===== src/sv/slu_pkg.sv =====
// Shared types, character codes and the escape table of the string literal unescaper.
// No dependencies.
`default_nettype none

package slu_pkg;

  typedef enum logic [1:0] {
    PH_IDLE  = 2'd0,
    PH_BODY  = 2'd1,
    PH_QUOTE = 2'd2,
    PH_ESC   = 2'd3
  } slu_phase_t;

  localparam logic [7:0] CH_NUL    = 8'h00;
  localparam logic [7:0] CH_TAB    = 8'h09;
  localparam logic [7:0] CH_LF     = 8'h0A;
  localparam logic [7:0] CH_CR     = 8'h0D;
  localparam logic [7:0] CH_ESCAPE = 8'h1B;
  localparam logic [7:0] CH_QUOTE  = 8'h22;
  localparam logic [7:0] CH_UPPERE = 8'h45;
  localparam logic [7:0] CH_BSLASH = 8'h5C;
  localparam logic [7:0] CH_LOWERE = 8'h65;
  localparam logic [7:0] CH_LOWERN = 8'h6E;
  localparam logic [7:0] CH_LOWERR = 8'h72;
  localparam logic [7:0] CH_LOWERT = 8'h74;

  // Register index of escapes_enabled.
  localparam logic REG_ESC_EN = 1'b0;

  typedef struct packed {
    logic [7:0] out_char;
    logic       literal_end;
    logic       bad_escape;
    logic       overflow;
  } slu_result_t;

  typedef struct packed {
    logic [7:0] ch;
    logic       bad;
  } slu_esc_t;

  // Character that follows a backslash, mapped to what it stands for.
  function automatic slu_esc_t slu_escape_map(input logic [7:0] b);
    slu_esc_t r;
    r.bad = 1'b0;
    case (b)
      CH_QUOTE:             r.ch = CH_QUOTE;
      CH_UPPERE, CH_LOWERE: r.ch = CH_ESCAPE;
      CH_LOWERN:            r.ch = CH_LF;
      CH_LOWERR:            r.ch = CH_CR;
      CH_LOWERT:            r.ch = CH_TAB;
      CH_BSLASH:            r.ch = CH_BSLASH;
      default: begin
        r.ch  = b;
        r.bad = 1'b1;
      end
    endcase
    return r;
  endfunction

endpackage

`default_nettype wire


===== src/sv/slu_in_if.sv =====
// Input byte channel of the string literal unescaper.
// Stand-alone interface; no dependencies.
`default_nettype none

interface slu_in_if;
  logic       valid;
  logic       ready;
  logic [7:0] in_byte;
  logic       start_mark;

  modport source (output valid, output in_byte, output start_mark, input ready);
  modport sink (input valid, input in_byte, input start_mark, output ready);
endinterface

`default_nettype wire


===== src/sv/slu_out_if.sv =====
// Result channel of the string literal unescaper.
// Stand-alone interface; no dependencies.
`default_nettype none

interface slu_out_if;
  logic       valid;
  logic       ready;
  logic [7:0] out_char;
  logic       literal_end;
  logic       bad_escape;
  logic       overflow;

  modport source (output valid, output out_char, output literal_end,
                  output bad_escape, output overflow, input ready);
  modport sink (input valid, input out_char, input literal_end,
                input bad_escape, input overflow, output ready);
endinterface

`default_nettype wire


===== src/sv/slu_apb.sv =====
// APB register block: holds escapes_enabled and answers reads.
// Depends on slu_pkg.
`default_nettype none

module slu_apb
  import slu_pkg::*;
(
  input  wire logic        clk,
  input  wire logic        rst,
  input  wire logic        psel,
  input  wire logic        penable,
  input  wire logic        pwrite,
  input  wire logic [2:0]  paddr,
  input  wire logic [31:0] pwdata,
  output logic [31:0]      prdata,
  output logic             pready,
  output logic             esc_en
);

  logic wr_en;

  assign pready = 1'b1;
  assign wr_en  = psel && penable && pwrite && (paddr[2] == REG_ESC_EN);

  always_ff @(posedge clk) begin
    if (rst) begin
      esc_en <= 1'b1;
    end else if (wr_en) begin
      esc_en <= pwdata[0];
    end
  end

  // Byte-lane bits of paddr do not select a register.
  always_comb begin
    prdata = '0;
    unique case (paddr[2])
      REG_ESC_EN: prdata[0] = esc_en;
      default:    prdata    = '0;
    endcase
  end

endmodule

`default_nettype wire


===== src/sv/slu_decode.sv =====
// Per-byte decode: scan phase and length count in, next state and optional result out.
// Depends on slu_pkg.
`default_nettype none

module slu_decode
  import slu_pkg::*;
#(
  parameter int MAX_LEN = 1024
) (
  input  wire slu_phase_t                   phase,
  input  wire logic [$clog2(MAX_LEN)-1:0]   count,
  input  wire logic [7:0]                   in_byte,
  input  wire logic                         start_mark,
  input  wire logic                         esc_en,
  output slu_phase_t                        phase_next,
  output logic [$clog2(MAX_LEN)-1:0]        count_next,
  output logic                              has_result,
  output slu_result_t                       result
);

  localparam int CntW = $clog2(MAX_LEN);
  localparam logic [CntW-1:0] CntMax = CntW'(MAX_LEN - 1);

  slu_esc_t   esc;
  logic       emit;
  logic [7:0] emit_ch;
  logic       emit_bad;
  logic       room;

  assign esc  = slu_escape_map(in_byte);
  assign room = count < CntMax;

  // Next scan phase.
  always_comb begin
    phase_next = phase;
    if (start_mark) begin
      phase_next = PH_BODY;
    end else begin
      unique case (phase)
        PH_IDLE:  phase_next = PH_IDLE;
        PH_BODY: begin
          if (in_byte == CH_NUL) begin
            phase_next = PH_IDLE;
          end else if (in_byte == CH_QUOTE) begin
            phase_next = PH_QUOTE;
          end else if (esc_en && in_byte == CH_BSLASH) begin
            phase_next = PH_ESC;
          end
        end
        PH_QUOTE: phase_next = (in_byte == CH_QUOTE) ? PH_BODY : PH_IDLE;
        PH_ESC:   phase_next = (in_byte == CH_NUL) ? PH_IDLE : PH_BODY;
        default:  phase_next = PH_IDLE;
      endcase
    end
  end

  // Result and character emission.
  always_comb begin
    emit       = 1'b0;
    emit_ch    = in_byte;
    emit_bad   = 1'b0;
    has_result = 1'b0;
    result     = '0;
    if (!start_mark) begin
      unique case (phase)
        PH_IDLE: ;
        PH_BODY: begin
          if (in_byte == CH_NUL) begin
            has_result         = 1'b1;
            result.literal_end = 1'b1;
          end else if (in_byte != CH_QUOTE && !(esc_en && in_byte == CH_BSLASH)) begin
            emit = 1'b1;
          end
        end
        PH_QUOTE: begin
          if (in_byte == CH_QUOTE) begin
            emit = 1'b1;
          end else begin
            has_result         = 1'b1;
            result.literal_end = 1'b1;
          end
        end
        PH_ESC: begin
          if (in_byte == CH_NUL) begin
            has_result         = 1'b1;
            result.literal_end = 1'b1;
          end else begin
            emit     = 1'b1;
            emit_ch  = esc.ch;
            emit_bad = esc.bad;
          end
        end
        default: ;
      endcase
    end
    if (emit) begin
      has_result        = 1'b1;
      result.bad_escape = emit_bad;
      result.overflow   = !room;
      result.out_char   = room ? emit_ch : CH_NUL;
    end
  end

  always_comb begin
    count_next = count;
    if (start_mark) begin
      count_next = '0;
    end else if (emit && room) begin
      count_next = count + CntW'(1);
    end
  end

endmodule

`default_nettype wire


===== src/sv/string_literal_unescape.sv =====
// Top level of the string literal unescaper: input register, decode, result register.
// Depends on slu_pkg, slu_in_if, slu_out_if, slu_apb and slu_decode.
//
//  Channel  Dir  Payload                                          Beat
//  in_ch    in   in_byte[7:0], start_mark                         valid && ready
//  out_ch   out  out_char[7:0], literal_end, bad_escape, overflow valid && ready
//  APB      in   escapes_enabled at byte address 0                psel/penable/pwrite
//
// One byte per cycle sustained while out_ch.ready holds; input register, then result register.
// The only loop is the phase/count update in the decode stage, one step per advancing cycle.
// Reset clears the phase to idle, the count to zero and escapes_enabled to 1.
// A stalled result holds in the output register while one more beat waits in
// the input register; in_ch.ready drops only when both are full.
`default_nettype none

module string_literal_unescape
  import slu_pkg::*;
#(
  parameter int MAX_LEN = 1024
) (
  input  wire logic        clk,
  input  wire logic        rst,
  input  wire logic        psel,
  input  wire logic        penable,
  input  wire logic        pwrite,
  input  wire logic [2:0]  paddr,
  input  wire logic [31:0] pwdata,
  output logic [31:0]      prdata,
  output logic             pready,
  slu_in_if.sink           in_ch,
  slu_out_if.source        out_ch
);

  localparam int CntW = $clog2(MAX_LEN);

  logic              esc_en;
  logic              inq_valid;
  logic [7:0]        inq_byte;
  logic              inq_start;
  slu_phase_t        phase;
  slu_phase_t        phase_next;
  logic [CntW-1:0]   count;
  logic [CntW-1:0]   count_next;
  logic              has_result;
  slu_result_t       result;
  logic              out_valid;
  slu_result_t       out_data;
  logic              advance;

  slu_apb u_apb (
    .clk     (clk),
    .rst     (rst),
    .psel    (psel),
    .penable (penable),
    .pwrite  (pwrite),
    .paddr   (paddr),
    .pwdata  (pwdata),
    .prdata  (prdata),
    .pready  (pready),
    .esc_en  (esc_en)
  );

  slu_decode #(.MAX_LEN(MAX_LEN)) u_decode (
    .phase      (phase),
    .count      (count),
    .in_byte    (inq_byte),
    .start_mark (inq_start),
    .esc_en     (esc_en),
    .phase_next (phase_next),
    .count_next (count_next),
    .has_result (has_result),
    .result     (result)
  );

  // Move the held byte on whenever the result register is free or draining.
  assign advance     = inq_valid && (!out_valid || out_ch.ready);
  assign in_ch.ready = !inq_valid || advance;

  always_ff @(posedge clk) begin
    if (rst) begin
      inq_valid <= 1'b0;
      out_valid <= 1'b0;
      phase     <= PH_IDLE;
      count     <= '0;
    end else begin
      if (in_ch.ready) begin
        inq_valid <= in_ch.valid;
      end
      if (advance) begin
        phase     <= phase_next;
        count     <= count_next;
        out_valid <= has_result;
      end else if (out_ch.ready) begin
        out_valid <= 1'b0;
      end
    end
  end

  always_ff @(posedge clk) begin
    if (in_ch.valid && in_ch.ready) begin
      inq_byte  <= in_ch.in_byte;
      inq_start <= in_ch.start_mark;
    end
    if (advance && has_result) begin
      out_data <= result;
    end
  end

  assign out_ch.valid       = out_valid;
  assign out_ch.out_char    = out_data.out_char;
  assign out_ch.literal_end = out_data.literal_end;
  assign out_ch.bad_escape  = out_data.bad_escape;
  assign out_ch.overflow    = out_data.overflow;

endmodule

`default_nettype wire


===== src/flat_wrapper.sv =====
// flat-port wrapper written by rule: the top's interface ports become plain ports
module string_literal_unescape_flat import slu_pkg::*;
#(
  parameter int MAX_LEN = 1024
)
  (clk, rst, psel, penable, pwrite, paddr, pwdata, prdata, pready, in_ch_valid, in_ch_in_byte, in_ch_start_mark, in_ch_ready, out_ch_valid, out_ch_out_char, out_ch_literal_end, out_ch_bad_escape, out_ch_overflow, out_ch_ready);
  slu_in_if in_ch_i ();
  slu_out_if out_ch_i ();
  input  wire logic clk;
  input  wire logic rst;
  input  wire logic psel;
  input  wire logic penable;
  input  wire logic pwrite;
  input  wire logic [2:0] paddr;
  input  wire logic [31:0] pwdata;
  output logic [31:0] prdata;
  output logic pready;
  input wire logic [$bits(in_ch_i.valid)-1:0] in_ch_valid;
  input wire logic [$bits(in_ch_i.in_byte)-1:0] in_ch_in_byte;
  input wire logic [$bits(in_ch_i.start_mark)-1:0] in_ch_start_mark;
  output wire logic [$bits(in_ch_i.ready)-1:0] in_ch_ready;
  output wire logic [$bits(out_ch_i.valid)-1:0] out_ch_valid;
  output wire logic [$bits(out_ch_i.out_char)-1:0] out_ch_out_char;
  output wire logic [$bits(out_ch_i.literal_end)-1:0] out_ch_literal_end;
  output wire logic [$bits(out_ch_i.bad_escape)-1:0] out_ch_bad_escape;
  output wire logic [$bits(out_ch_i.overflow)-1:0] out_ch_overflow;
  input wire logic [$bits(out_ch_i.ready)-1:0] out_ch_ready;
  assign in_ch_i.valid = in_ch_valid;
  assign in_ch_i.in_byte = in_ch_in_byte;
  assign in_ch_i.start_mark = in_ch_start_mark;
  assign in_ch_ready = in_ch_i.ready;
  assign out_ch_valid = out_ch_i.valid;
  assign out_ch_out_char = out_ch_i.out_char;
  assign out_ch_literal_end = out_ch_i.literal_end;
  assign out_ch_bad_escape = out_ch_i.bad_escape;
  assign out_ch_overflow = out_ch_i.overflow;
  assign out_ch_i.ready = out_ch_ready;
  string_literal_unescape #(.MAX_LEN(MAX_LEN)) u_core (.clk(clk), .rst(rst), .psel(psel), .penable(penable), .pwrite(pwrite), .paddr(paddr), .pwdata(pwdata), .prdata(prdata), .pready(pready), .in_ch(in_ch_i), .out_ch(out_ch_i));
endmodule

===== config.mk =====
export PLATFORM = sky130hd
export DESIGN_NAME = string_literal_unescape_flat
export DESIGN_NICKNAME = d
export VERILOG_FILES = /design/src/sv/slu_pkg.sv /design/src/sv/slu_in_if.sv /design/src/sv/slu_out_if.sv /design/src/sv/slu_apb.sv /design/src/sv/slu_decode.sv /design/src/sv/string_literal_unescape.sv /design/src/flat_wrapper.sv
export SDC_FILE = /design/constraint.sdc
export NUM_CORES = 1
export LEC_CHECK = 0
export BUFFER_PORTS_ARGS = -buffer_cell sky130_fd_sc_hd__buf_2
export CAP_MARGIN = 20
export CORE_UTILIZATION = 35
export CTS_CLUSTER_DIAMETER = 50
export DETAILED_ROUTE_END_ITERATION = 12
export PLACE_DENSITY = 0.66
export SETUP_SLACK_MARGIN = 0.1
export SYNTH_ARGS = -nofsm -noshare
export SYNTH_HDL_FRONTEND = slang
export SYNTH_SLANG_ARGS = --single-unit

===== constraint.sdc =====
create_clock -name clk -period 2.7 [get_ports clk]
set_clock_uncertainty 0.2 [all_clocks]
set_input_delay 0.54 -clock clk [delete_from_list [all_inputs] [get_ports clk]]
set_output_delay 0.54 -clock clk [all_outputs]
set_load 0.02 [all_outputs]

==> summary.txt <==
H-tree depth: 2
CORE AREA: 0.00592 mm2
Register area share after synthesis: 41.9%
Worst Reg-to-Reg Cells: 5
Max FO, Critical Path: 12
Post-CTS setup buffer count: 0
Most common cell in the netlist: buf_4
Post-route ant nets: 0
Crit path max-delay family: compound AO/OA/AOI/OAI gates
Cell taking the most area after synthesis: edfxtp_1
Max VDD drop: 0.314 mV
Top cells by area, synth: edfxtp_1 (28%), dfxtp_1 (14%), buf_4 (12%), nand2_1 (3.0%), nor2_1 (3.0%)
DIE AREA: 0.00646 mm2
Hold depth: 1
Most frequent cells after synthesis: buf_4 (33), edfxtp_1 (20), nand2_1 (17), nor2_1 (17), dfxtp_1 (15)
Die Span X: 80.3 um
Wire length per cell: 12.5 um
EDFF count, synth: 20
Share of cells above drive strength 1: 24.1%
Switching Fraction: 25.7%
Routability cong.: 0.837
Status: finished clean
Comb power frac: 12.9%
Number of synthesized register bits: 35
Top_reg_cell synth: edfxtp_1
Hold crit path type: input port to flip-flop
Die Y: 80.3 um
Synth Area per Inst: 9.34 um2
Clock-pin slew on the worst setup and hold paths: 0.07 ns
I/O Pins: 97
Cts bufs inserted: 5
Vias per cell: 5.09
Relative max-transition margin: 60.6%
Post-route minimum period: 2.45 ns
Number of diodes: 0
Initial antenna violation count: 0
Critical path capture point type: flip-flop
Worst Setup Start Kind: flip-flop
TritonCTS clock tree: done
DR pass1 iterations: 4
Worst slew pin tran: 0.589 ns
First-pass GRT wire length: 7180 um
Peak per-stage delay on the critical path: 0.64 ns
GRT Overall Usage: 14.5%
First DRT Iteration DRCs: 94
CTS Buffer Depth: 2
Kind of critical path: flip-flop to flip-flop
Yosys cell types: 58
Bufs and invs on worst path: 0
Crit path arrival time: 2.44 ns
Root Buffer: clkbuf_8
Grt ovf: 0
CP max-delay cell: or4_1
Final setup fails: 0
Fmax: 408 MHz
Worst skew pair latency: 0.29 ns
Cells after Synth: 230
Initial Utilization: 36.3%
Detailed-route DRC error count: 0
Mapped Area: 0.00215 mm2
Vias in the first global route: 1569
# rows: 28
Post-DP HPWL: 3090 um
Final setup TNS: 0 ns
Vias: 1755
Worst setup margin: 0.247 ns
Power per Cell Area: 510 mW/mm2
RSZ-0062 raised after global routing: no
Lkg Pwr: 0.907 nW
Tcrit/Tclk final: 90.9%
Sequential power share: 47.5%
Final hold violations: 0
Async SR Flop Fraction: 0%
Layout area overhead: 14.3%
CTS sink cnt: 35
Largest net degree at the start of global routing: 15
Worst-path cell chain: or4_1 > o31a_2 > o21ai_4 > a2111oi_4 > o211a_1
Clock share of power: 39.6%
Final #Nets: 321
CP Depth: 5
Max-Cap Viols: 0
# port buffers: 31
Share of the synthesized area in the top cell type: 28.0%
DRT Wirelength: 4330 um
Ys Warns: 0
Fill count: 607
DP Worst Slack: 0.0843 ns
Pint: 930 uW
Slew Limit Fails: 0
Switching Power: 322 uW
Critical Path RT: 2.69 ns
flip-flops by register name, summed over array words and instances, names as in the netlist:
signal / count
u_core.out_ch.out_char: 8
u_core.out_ch.literal_end: 1
u_core.u_apb.esc_en: 1
u_core.inq_byte: 8
u_core.out_ch.overflow: 1
u_core.count: 10
u_core.phase: 2
u_core.out_ch.bad_escape: 1
u_core.inq_start: 1
u_core.out_ch.valid: 1
u_core.inq_valid: 1
worst paths after layout:
| check | slack, ns | start | endpoint |
|---|---|---|---|
| setup reg to reg | 0.25 | u_core.inq_byte[2] | u_core.count[8] |
| hold / removal | 0.22 | in_ch_in_byte[2] | u_core.inq_byte[2] |
| setup / recovery | 0.25 | u_core.inq_byte[2] | u_core.count[8] |
| hold reg to reg | 0.30 | u_core.count[6] | u_core.count[6] |
area by class of cell:
cell class / count / area [um2] / area share [%]
clock buffer: 6 / 82.6 / 3.36
clock inverter: 2 / 35.0 / 1.43
inverter: 9 / 33.8 / 1.38
multi-input combinational: 174 / 1060 / 43.0
sequential: 35 / 901 / 36.7
tap: 75 / 93.8 / 3.82
timing repair buffer: 44 / 253 / 10.3
per-stage QoR:
step	hold slack [ns]	instances	util, %	power [mW]	cell area, um2
final	0.218	345	41.5	1.25	2460
after global routing	0.206	345	41.5	1.30	2460
after CTS	0.213	345	41.3	1.26	2440
after floorplan	0.263	260	-	0.754	2260
after global placement	0.286	337	39.1	0.762	2320
after detailed placement	0.290	337	39.1	0.764	2320
power by group through the flow:
stage	sequential, mW	clock (mW)	combinational, mW
3_3_place_gp	0.606	0	0.156
5_1_grt	0.598	0.525	0.177
6_report	0.595	0.495	0.162
3_5_place_dp	0.606	0	0.158
4_1_cts	0.594	0.505	0.160
2_1_floorplan	0.608	0	0.146
logic make-up (layout without fill, tap and decap cells):
group / after synthesis / after routing / share of synthesized area [%]
simple gates: 94 / 94 / 24.8
xor+xnor: 1 / 1 / 0.408
mux: 1 / 1 / 0.466
compound gates: 45 / 45 / 16.4
buf+inv: 51 / 61 / 15.1
fa+ha+maj: 1 / 1 / 0.582
other cells: 2 / 32 / 0.350
flops: 35 / 35 / 41.9
cell usage in the layout (no fill, tap or decap), drive strengths merged, types with 2 or more instances in the layout:
cell type	n
edfxtp	20
nand2	17
a21o	2
nor2b	5
o31ai	3
nand2b	4
buf	44
and3	3
a311oi	2
dfxtp	15
nand4b	5
or4	4
conb	32
nand3b	2
nor2	17
o21ai	4
clkinv	2
o311ai	3
a31oi	3
o41ai	2
nand4	4
clkbuf	6
nor4	6
or2	4
or4bb	2
o211ai	2
nand3	11
a21oi	12
inv	8
and2	3
or3	3
timing repair:
item,in CTS,in global routing
endpoints found under the hold margin,0,0
pin swaps,0,1
resized for setup,1,3
gates cloned,0,0
hold buffers,0,0
endpoints found under the setup margin,2,14
layer usage:
layer  track usage [%]  routed length (um)  vias up
li1                  -                   -      861
met1              18.6                2010      806
met2              22.1                1950       79
met3              3.52                 272        9
met4              8.04                  99        0
met5                 0                   0        -
Note: power is estimated with default switching activity, not from simulation.
